[src/gpg_pkg.sv]
package gpg_pkg;

    // Colour and channel widths
    localparam int CH_W    = 8;
    localparam int NCH     = 3;
    localparam int COLOR_W = CH_W * NCH;

    // Result layout: four table entries per transfer
    localparam int LANES = 4;
    localparam int LW    = $clog2(LANES);
    localparam int IDX_W = 8;

    // Divider operand widths
    localparam int NUM_W = 17;
    localparam int DEN_W = 9;
    localparam int QUO_W = 8;

    typedef logic [COLOR_W-1:0] color_t;
    typedef logic [NUM_W-1:0]   num_t;
    typedef logic [DEN_W-1:0]   den_t;
    typedef logic [QUO_W-1:0]   quot_t;

endpackage

[src/gpg_ram.sv]
module gpg_ram #(
    parameter int WIDTH = 24,
    parameter int DEPTH = 16
) (
    input  logic                     clk,
    input  logic                     wr_en,
    input  logic [$clog2(DEPTH)-1:0] wr_addr,
    input  logic [WIDTH-1:0]         wr_data,
    input  logic [$clog2(DEPTH)-1:0] rd_addr,
    output logic [WIDTH-1:0]         rd_data
);

    logic [WIDTH-1:0] mem [DEPTH];
    logic [WIDTH-1:0] rd_data_reg;

    always_ff @(posedge clk)
    begin
        if (wr_en)
        begin
            mem[wr_addr] <= wr_data;
        end
        rd_data_reg <= mem[rd_addr];
    end

    assign rd_data = rd_data_reg;

endmodule

[src/gpg_div.sv]
module gpg_div
    import gpg_pkg::*;
(
    input  logic  clk,
    input  logic  rst_n,
    input  logic  start,
    input  num_t  num [NCH],
    input  den_t  den,
    output logic  valid,
    output quot_t quot [NCH]
);

    localparam int SW = $clog2(QUO_W);

    logic          busy_reg;
    logic          valid_reg;
    logic [SW-1:0] step_reg;
    num_t          rem_reg [NCH];
    den_t          den_reg;
    quot_t         quot_reg [NCH];
    num_t          shifted;

    // Divisor aligned to the quotient bit under trial
    assign shifted = NUM_W'(den_reg) << step_reg;

    always_ff @(posedge clk or negedge rst_n)
    begin
        if (!rst_n)
        begin
            busy_reg  <= 1'b0;
            valid_reg <= 1'b0;
            step_reg  <= '0;
        end
        else
        begin
            valid_reg <= 1'b0;
            if (start)
            begin
                busy_reg <= 1'b1;
                step_reg <= SW'(QUO_W - 1);
            end
            else if (busy_reg)
            begin
                step_reg <= step_reg - 1'b1;
                if (step_reg == '0)
                begin
                    busy_reg  <= 1'b0;
                    valid_reg <= 1'b1;
                end
            end
        end
    end

    // Restoring division, one quotient bit per cycle in every channel
    always_ff @(posedge clk)
    begin
        if (start)
        begin
            den_reg <= den;
            for (int l = 0; l < NCH; l++)
            begin
                rem_reg[l]  <= num[l];
                quot_reg[l] <= '0;
            end
        end
        else if (busy_reg)
        begin
            for (int l = 0; l < NCH; l++)
            begin
                if (rem_reg[l] >= shifted)
                begin
                    rem_reg[l]            <= rem_reg[l] - shifted;
                    quot_reg[l][step_reg] <= 1'b1;
                end
            end
        end
    end

    assign valid = valid_reg;
    assign quot  = quot_reg;

endmodule

[src/gradient_palette_generator.sv]
// Gradient palette generator.
//
// Slave channel: one colour stop per transfer (s_tdata), s_tlast marks the
// final stop of a list. Stops are kept in a small synchronous stop memory.
// Master channel: after the final stop the block walks the table index by
// index and sends four entries per transfer, lowest index first; m_tlast
// marks the last transfer of the table. A list of fewer than two stops or
// more than MAX_STOPS stops gives one transfer with m_tuser set and zeros.
// Stops are taken one per cycle while the block idles. Each interpolated
// table entry takes one pass of the 8-step shared divider; each segment
// change costs two stop memory reads plus, but for the last segment, one
// divider pass for its end index. No stop is taken while the table is
// generated.
// Reset clears the stop count, the overflow flag and the output valid; the
// stop memory holds no reset value and needs no clearing pass.
// A stalled receiver (m_tready low) holds the output register and the walk
// waits at the next transfer; nothing is dropped.
module gradient_palette_generator
    import gpg_pkg::*;
#(
    parameter int TABLE_SIZE = 256,
    parameter int MAX_STOPS  = 16
) (
    input  logic         clk,
    input  logic         rst_n,
    input  logic         s_tvalid,
    output logic         s_tready,
    input  logic [23:0]  s_tdata,   // stop_red, stop_green, stop_blue
    input  logic         s_tlast,   // final_stop
    output logic         m_tvalid,
    input  logic         m_tready,
    output logic [103:0] m_tdata,   // base_index, entry_a, entry_b, entry_c, entry_d
    output logic         m_tlast,   // table_done
    output logic         m_tuser    // stop_error
);

    localparam int AW = $clog2(MAX_STOPS);
    localparam int CW = $clog2(MAX_STOPS + 1);

    localparam logic [IDX_W-1:0] LAST_IDX = IDX_W'(TABLE_SIZE - 1);
    localparam logic [IDX_W-1:0] PAD_LAST =
        IDX_W'(((TABLE_SIZE + LANES - 1) / LANES) * LANES - 1);
    localparam num_t             TWO_GAPS = NUM_W'(2 * (TABLE_SIZE - 1));

    typedef enum logic [10:0] {
        S_IDLE  = 11'b000_0000_0001,
        S_ERR   = 11'b000_0000_0010,
        S_RDA   = 11'b000_0000_0100,
        S_RDB   = 11'b000_0000_1000,
        S_EDGE  = 11'b000_0001_0000,
        S_EWAIT = 11'b000_0010_0000,
        S_CHECK = 11'b000_0100_0000,
        S_MUL   = 11'b000_1000_0000,
        S_BWAIT = 11'b001_0000_0000,
        S_NEXT  = 11'b010_0000_0000,
        S_EMIT  = 11'b100_0000_0000
    } state_t;

    state_t            state_reg;
    state_t            state_next;
    logic [CW-1:0]     count_reg;
    logic              ovf_reg;
    logic              out_valid_reg;

    logic [CW-1:0]     segs_reg;
    logic [CW-1:0]     b_reg;
    logic [IDX_W-1:0]  lo_reg;
    logic [IDX_W-1:0]  hi_reg;
    logic [IDX_W-1:0]  x_reg;
    logic [IDX_W-1:0]  w_reg;
    logic [IDX_W-1:0]  i_reg;
    logic [IDX_W-1:0]  wmi_reg;
    color_t            ca_reg;
    color_t            cb_reg;
    color_t            lane_reg [LANES];

    logic [IDX_W-1:0]  out_base_reg;
    color_t            out_lane_reg [LANES];
    logic              out_last_reg;
    logic              out_err_reg;

    logic              in_acc;
    logic              room;
    logic [CW-1:0]     k_new;
    logic              list_err;
    logic              out_free;
    logic              last_seg;
    logic              need_adv;

    logic              ram_wr_en;
    logic [AW-1:0]     ram_rd_addr;
    color_t            ram_wr_data;
    color_t            ram_rd_data;

    logic              div_start;
    num_t              div_num [NCH];
    den_t              div_den;
    logic              div_valid;
    quot_t             div_quot [NCH];
    num_t              edge_num;
    num_t              blend_num [NCH];
    logic [15:0]       prod_a [NCH];
    logic [15:0]       prod_b [NCH];

    // Stop intake
    assign s_tready = (state_reg == S_IDLE);
    assign in_acc   = s_tvalid && s_tready;
    assign room     = (count_reg < CW'(MAX_STOPS));
    assign k_new    = room ? count_reg + 1'b1 : count_reg;
    assign list_err = (k_new < CW'(2)) || ovf_reg || !room;
    assign out_free = !out_valid_reg || m_tready;

    assign last_seg = (b_reg == segs_reg);
    assign need_adv = !last_seg && (hi_reg <= x_reg);

    // Stored colour packed red, green, blue from the top byte down
    assign ram_wr_en   = in_acc && room;
    assign ram_wr_data = {s_tdata[7:0], s_tdata[15:8], s_tdata[23:16]};
    assign ram_rd_addr = (state_reg == S_RDB && !last_seg) ? AW'(b_reg + 1'b1)
                                                           : AW'(b_reg);

    gpg_ram #(
        .WIDTH (COLOR_W),
        .DEPTH (MAX_STOPS)
    ) u_stop_ram (
        .clk     (clk),
        .wr_en   (ram_wr_en),
        .wr_addr (count_reg[AW-1:0]),
        .wr_data (ram_wr_data),
        .rd_addr (ram_rd_addr),
        .rd_data (ram_rd_data)
    );

    // Segment end: round((TABLE_SIZE-1)*(b+1)/segs), halves up
    assign edge_num = TWO_GAPS * NUM_W'(b_reg + 1'b1) + NUM_W'(segs_reg);

    // Blend numerator per channel: 2*(ca*(w-i) + cb*i) + w
    always_comb
    begin
        for (int c = 0; c < NCH; c++)
        begin
            prod_a[c]    = ca_reg[c*CH_W +: CH_W] * wmi_reg;
            prod_b[c]    = cb_reg[c*CH_W +: CH_W] * i_reg;
            blend_num[c] = ((NUM_W'(prod_a[c]) + NUM_W'(prod_b[c])) << 1)
                           + NUM_W'(w_reg);
        end
    end

    assign div_start = (state_reg == S_EDGE && !last_seg) || (state_reg == S_MUL);

    always_comb
    begin
        for (int c = 0; c < NCH; c++)
        begin
            div_num[c] = (state_reg == S_EDGE) ? edge_num : blend_num[c];
        end
        div_den = (state_reg == S_EDGE) ? DEN_W'(segs_reg) << 1 : DEN_W'(w_reg) << 1;
    end

    gpg_div u_div (
        .clk   (clk),
        .rst_n (rst_n),
        .start (div_start),
        .num   (div_num),
        .den   (div_den),
        .valid (div_valid),
        .quot  (div_quot)
    );

    // Sequencer
    always_comb
    begin
        state_next = state_reg;
        case (state_reg)
            S_IDLE:
            begin
                if (in_acc && s_tlast)
                begin
                    state_next = list_err ? S_ERR : S_RDA;
                end
            end
            S_ERR:
            begin
                if (out_free)
                begin
                    state_next = S_IDLE;
                end
            end
            S_RDA:   state_next = S_RDB;
            S_RDB:   state_next = S_EDGE;
            S_EDGE:  state_next = last_seg ? S_CHECK : S_EWAIT;
            S_EWAIT:
            begin
                if (div_valid)
                begin
                    state_next = S_CHECK;
                end
            end
            S_CHECK:
            begin
                if (x_reg > LAST_IDX)
                begin
                    state_next = S_NEXT;
                end
                else if (need_adv)
                begin
                    state_next = S_RDA;
                end
                else if (last_seg)
                begin
                    state_next = S_NEXT;
                end
                else
                begin
                    state_next = S_MUL;
                end
            end
            S_MUL:   state_next = S_BWAIT;
            S_BWAIT:
            begin
                if (div_valid)
                begin
                    state_next = S_NEXT;
                end
            end
            S_NEXT:
            begin
                state_next = (x_reg[LW-1:0] == LW'(LANES - 1)) ? S_EMIT : S_CHECK;
            end
            S_EMIT:
            begin
                if (out_free)
                begin
                    state_next = (x_reg == PAD_LAST) ? S_IDLE : S_CHECK;
                end
            end
            default: state_next = S_IDLE;
        endcase
    end

    // Control state
    always_ff @(posedge clk or negedge rst_n)
    begin
        if (!rst_n)
        begin
            state_reg     <= S_IDLE;
            count_reg     <= '0;
            ovf_reg       <= 1'b0;
            out_valid_reg <= 1'b0;
        end
        else
        begin
            state_reg <= state_next;

            if (in_acc)
            begin
                if (s_tlast)
                begin
                    count_reg <= '0;
                    ovf_reg   <= 1'b0;
                end
                else if (room)
                begin
                    count_reg <= count_reg + 1'b1;
                end
                else
                begin
                    ovf_reg <= 1'b1;
                end
            end

            if ((state_reg == S_ERR || state_reg == S_EMIT) && out_free)
            begin
                out_valid_reg <= 1'b1;
            end
            else if (m_tready)
            begin
                out_valid_reg <= 1'b0;
            end
        end
    end

    // Walk datapath
    always_ff @(posedge clk)
    begin
        case (state_reg)
            S_IDLE:
            begin
                segs_reg <= k_new - 1'b1;
                b_reg    <= '0;
                lo_reg   <= '0;
                x_reg    <= '0;
            end
            S_RDB:
            begin
                ca_reg <= ram_rd_data;
            end
            S_EDGE:
            begin
                cb_reg <= ram_rd_data;
            end
            S_EWAIT:
            begin
                if (div_valid)
                begin
                    hi_reg <= div_quot[0];
                end
            end
            S_CHECK:
            begin
                if (x_reg > LAST_IDX)
                begin
                    // Pad past the end of the table
                    lane_reg[x_reg[LW-1:0]] <= '0;
                end
                else if (need_adv)
                begin
                    lo_reg <= hi_reg;
                    b_reg  <= b_reg + 1'b1;
                end
                else if (last_seg)
                begin
                    // Final entry is the last stop itself
                    lane_reg[x_reg[LW-1:0]] <= ca_reg;
                end
                else
                begin
                    w_reg   <= hi_reg - lo_reg;
                    i_reg   <= x_reg - lo_reg;
                    wmi_reg <= hi_reg - x_reg;
                end
            end
            S_BWAIT:
            begin
                if (div_valid)
                begin
                    lane_reg[x_reg[LW-1:0]] <= {div_quot[2], div_quot[1], div_quot[0]};
                end
            end
            S_NEXT:
            begin
                if (x_reg[LW-1:0] != LW'(LANES - 1))
                begin
                    x_reg <= x_reg + 1'b1;
                end
            end
            S_EMIT:
            begin
                if (out_free && x_reg != PAD_LAST)
                begin
                    x_reg <= x_reg + 1'b1;
                end
            end
            default:
            begin
            end
        endcase
    end

    // Output register
    always_ff @(posedge clk)
    begin
        if (state_reg == S_ERR && out_free)
        begin
            out_base_reg <= '0;
            out_last_reg <= 1'b1;
            out_err_reg  <= 1'b1;
            for (int l = 0; l < LANES; l++)
            begin
                out_lane_reg[l] <= '0;
            end
        end
        else if (state_reg == S_EMIT && out_free)
        begin
            out_base_reg <= {x_reg[IDX_W-1:LW], LW'(0)};
            out_last_reg <= (x_reg == PAD_LAST);
            out_err_reg  <= 1'b0;
            for (int l = 0; l < LANES; l++)
            begin
                out_lane_reg[l] <= lane_reg[l];
            end
        end
    end

    assign m_tvalid = out_valid_reg;
    assign m_tdata  = {out_lane_reg[3], out_lane_reg[2], out_lane_reg[1],
                       out_lane_reg[0], out_base_reg};
    assign m_tlast  = out_last_reg;
    assign m_tuser  = out_err_reg;

endmodule
[config.mk]
export PLATFORM = sky130hd
export DESIGN_NAME = gradient_palette_generator
export DESIGN_NICKNAME = d
export VERILOG_FILES = /design/src/gpg_pkg.sv /design/src/gpg_ram.sv /design/src/gpg_div.sv /design/src/gradient_palette_generator.sv
export SDC_FILE = /design/constraint.sdc
export NUM_CORES = 2
export LEC_CHECK = 0
export ABC_AREA = 1
export BUFFER_PORTS_ARGS = -buffer_cell sky130_fd_sc_hd__buf_2
export CORE_UTILIZATION = 43
export DETAILED_ROUTE_END_ITERATION = 8
export REMOVE_ABC_BUFFERS = 1
export SYNTH_ARGS = -nofsm -noshare
export SYNTH_HDL_FRONTEND = slang
export SYNTH_SLANG_ARGS = --single-unit
[constraint.sdc]
create_clock -name clk -period 6.4 [get_ports clk]
set_input_delay 0.32 -clock clk [delete_from_list [all_inputs] [get_ports clk]]
set_output_delay 0.32 -clock clk [all_outputs]
set_load 0.02 [all_outputs]
==> impl_metrics.yaml <==
status:
  outcome: "finished clean"
sta:
  slew_violations: 0
  slew_headroom_pct: 18.8
  hold_violations: 0
  final.period_utilization_pct: 96.9
  min_period_ns: 6.20
  fmax_ghz: 0.161
  fin_setup_tns_ns: 0
  setup_ws_ns: 0.201
  finalSetupViolCount: 0
  worst_pin_slew_ns: 1.22
  finClkSkew_ns: 0.0475
critical_path:
  critPathMaxFanout: 5
  worst_setup_path_start_kind: "flop"
  crit_family: "adder cells"
  worst_path_largest_cell_delay_ns: 0.53
  critPathRequiredTime_ns: 6.79
  cp_slowest_cell: "fa_1"
  worstSetupStartpoint: "wmi_reg[1]"
  critPathCaptureType: "flop"
  crit_arrival_ns: 6.59
  r2r_slack_ns: 0.20
  crit_type: "flop to flop"
  r2r_start: "wmi_reg[1]"
  ff2ff_path_depth: 26
  reg2reg_to: "u_div.rem_reg[0][16]"
  cp_num_buf_inv: 6
  path_common_cell: "fa_1"
clock_tree:
  path_clk_slew_ns: 0.07
  cts.sinks: 817
  clk-insertion-delay-late_ns: 0.68
  cts_buffer_depth: 3
  clock-root-buffer: "clkbuf_16"
  ctsHtreeMaxLevel: 3
  cts-buffers-inserted: 87
  cts_tree: "done"
global_routing:
  grt_util_all_layers_pct: 21.9
  grt_pass1_wl_um: 208000
  grt-ovfl-total: 0
  grt_max_degree: 147
  antenna_found_initial: 5
  grt_pass1_vias: 36200
floorplanning:
  core_area_um2: 120000
  die_area_um2: 123000
  die_h_um: 351
  ioPinCount: 137
  core.rowCount: 127
  die_x_um: 351
  start_util_pct: 43.5
cells_and_area:
  fin_nets: 6452
  largest_reg_flops: 384
  design_area_um2: 58900
  area_growth_pct: 12.7
  drive_gt1_share_pct: 9.22
  final_util_pct: 49.0
detailed_routing:
  viasPerCell: 4.95
  drtAntennaViolNets: 0
  routed_wl_um: 134000
  drtIter0Drc: 2831
  wl_per_cell_um: 17.9
  drc: 0
  first_pass_iters: 8
  vias: 37100
synth:
  syn_area_um2: 52300
  ys.flop_type: "edfxtp_1"
  syn_inst: 5607
  synthArstFlopShare_pct: 2.82
  synth-seq-cells: 817
  ys_warn_count: 0
  synth-seq-area-share_pct: 45.6
  synth_cell_types: 56
  synth_enable_flop_cells: 738
  avgSynthCellArea_um2: 9.32
power:
  power.density_nw_per_um2: 383
  leakagePower_nw: 28.5
  intPower_w: 0.0130
  seqPwrFrac_pct: 30.1
  power_frac_comb_pct: 47.6
  ir_drop_uv: 658
  power_frac_clock_pct: 22.3
  swShare_pct: 42.2
  finalPower_w: 0.0225
  p_sw_w: 0.00951
hold_path:
  hold_depth: 3
  hold_path.startpoint: "s_tvalid"
  min_path_type: "input port to flop"
  whs_endpoint: "count_reg[4]"
placed_design:
  placement.io_buffers: 134
  place_area_um2: 55100
  dpl_worst_slack_ns: 0.0887
  gp_congestion: 0.917
  hpwl_um: 93700
flow_run:
  max_cap_viol_count: 0
[power by group through the flow]
stage	clock network, W	logic [W]	registers (W)
2_1_floorplan	0	0.00776	0.00683
3_3_place_gp	0	0.0104	0.00687
3_5_place_dp	0	0.0104	0.00688
4_1_cts	0.00512	0.0105	0.00677
5_1_grt	0.00532	0.0121	0.00681
6_report	0.00503	0.0107	0.00678
[synth_stat cells (51+ instances only)]
cell,instances,share of area (%)
nand3_1,300,2.9
clkbuf_1,106,0.76
nor2_1,338,2.4
inv_1,1194,8.6
ha_1,319,7.6
xor2_1,87,1.5
buf_2,51,0.49
fa_1,309,12
edfxtp_1,738,42
o21ai_0,117,1.1
o211ai_1,104,1.5
a21oi_1,117,1.1
nand2_1,1430,10
dfxtp_1,56,2.1
[per-layer routing]
layer  global-route usage, %  up-vias  wire [um]
li1                        -    18000          -
met1                    29.4    17800      59600
met2                    37.1      990      64200
met3                    2.64      239       6160
met4                    6.71        6       4010
met5                       0        -         41
[cells in the final DEF (no fill, tap or decap), types with 12 or more instances in the layout]
cell type,synthesis,routed
clkbuf_16,0,91
buf_12,0,12
a21oi_1,117,111
xor2_1,87,86
a21o_1,12,12
nand3_1,300,293
xnor2_1,45,45
ha_1,319,301
dfrtp_1,22,22
o21ai_0,117,112
clkinv_2,0,14
buf_4,24,131
dfxtp_1,56,56
clkbuf_1,106,25
nand2_2,3,15
edfxtp_1,738,738
nand2_1,1430,1416
nor3_1,20,16
nand4_1,45,45
inv_1,1194,1192
o211ai_1,104,104
nor2_2,3,22
buf_2,51,134
fa_1,309,308
nor2_1,338,300
o21bai_1,15,14
nor2_4,3,22
o21ai_1,14,16
o21a_1,15,15
a31oi_1,34,34
dlygate4sd3_1,0,24
[cell families (layout without fill, tap and decap cells)]
kind of cell             after synthesis  count (layout)  share of synthesized area (%)
adder cells (fa/ha/maj)              628             628                           19.5
XOR/XNOR                             132             132                           2.21
AO/OA/AOI/OAI                        449             449                           5.19
flip-flops                           817             817                           45.6
buffers and inverters               1413            1673                           10.6
multiplexers                           1               1                         0.0192
other                                  1               3                        0.00717
AND/OR/NAND/NOR                     2166            2166                           16.8
[worst max-delay path by stage]
stage	end	slack [ns]	cells after the start
floorplan	u_div.rem_reg[0][12]	0.24	24
global placement	u_div.rem_reg[0][32]	0.20	31
detailed placement	u_div.rem_reg[0][12]	0.09	26
CTS	u_div.rem_reg[0][12]	0.04	26
global route	u_div.rem_reg[0][12]	-0.10	28
finish	u_div.rem_reg[0][16]	0.20	26
[per-stage QoR]
| stage | hold WS, ns | cells |
|---|---|---|
| detailed placement | 0.397 | 7257 |
| global route | 0.0170 | 7480 |
| floorplan | 0.0244 | 5398 |
| global placement | 0.404 | 7257 |
| finish | 0.0302 | 7481 |
| CTS | 0.00333 | 7443 |
[what timing repair did]
item | CTS | global route
hold endpoints to repair | 371 | 0
endpoints found under the setup margin | 0 | 22
hold buffers | 24 | 0
gates resized for setup | 0 | 90
buffers inserted | 0 | 35
[worst reg2reg max path: stages, from the launching register on]
cell       delay, ns
edfxtp_1        0.45
buf_6           0.16
clkbuf_16       0.15
nand2_2         0.08
fa_1            0.44
fa_1            0.49
fa_1            0.49
inv_1           0.05
fa_1            0.48
fa_1            0.49
inv_1           0.05
fa_1            0.53
inv_1           0.07
ha_4            0.26
xor2_1          0.16
ha_1            0.34
nand2_1         0.09
o21a_1          0.20
nand2_2         0.07
nand2_2         0.08
nor2_4          0.14
nand3_2         0.11
nor2_2          0.16
buf_4           0.13
nand3_1         0.06
nand4_1         0.11
nand2_1         0.06
[final cells by class]
type	instances	area (um^2)
diodes	1	2.50
clock buffers	124	2460
clock inverters	38	405
fillers	11100	61400
inverters	1203	4520
multi-input cells	3378	23400
flip-flops and latches	817	23900
well taps	1612	2020
repair buffers	308	2240
(Power assumes the default switching activity.)
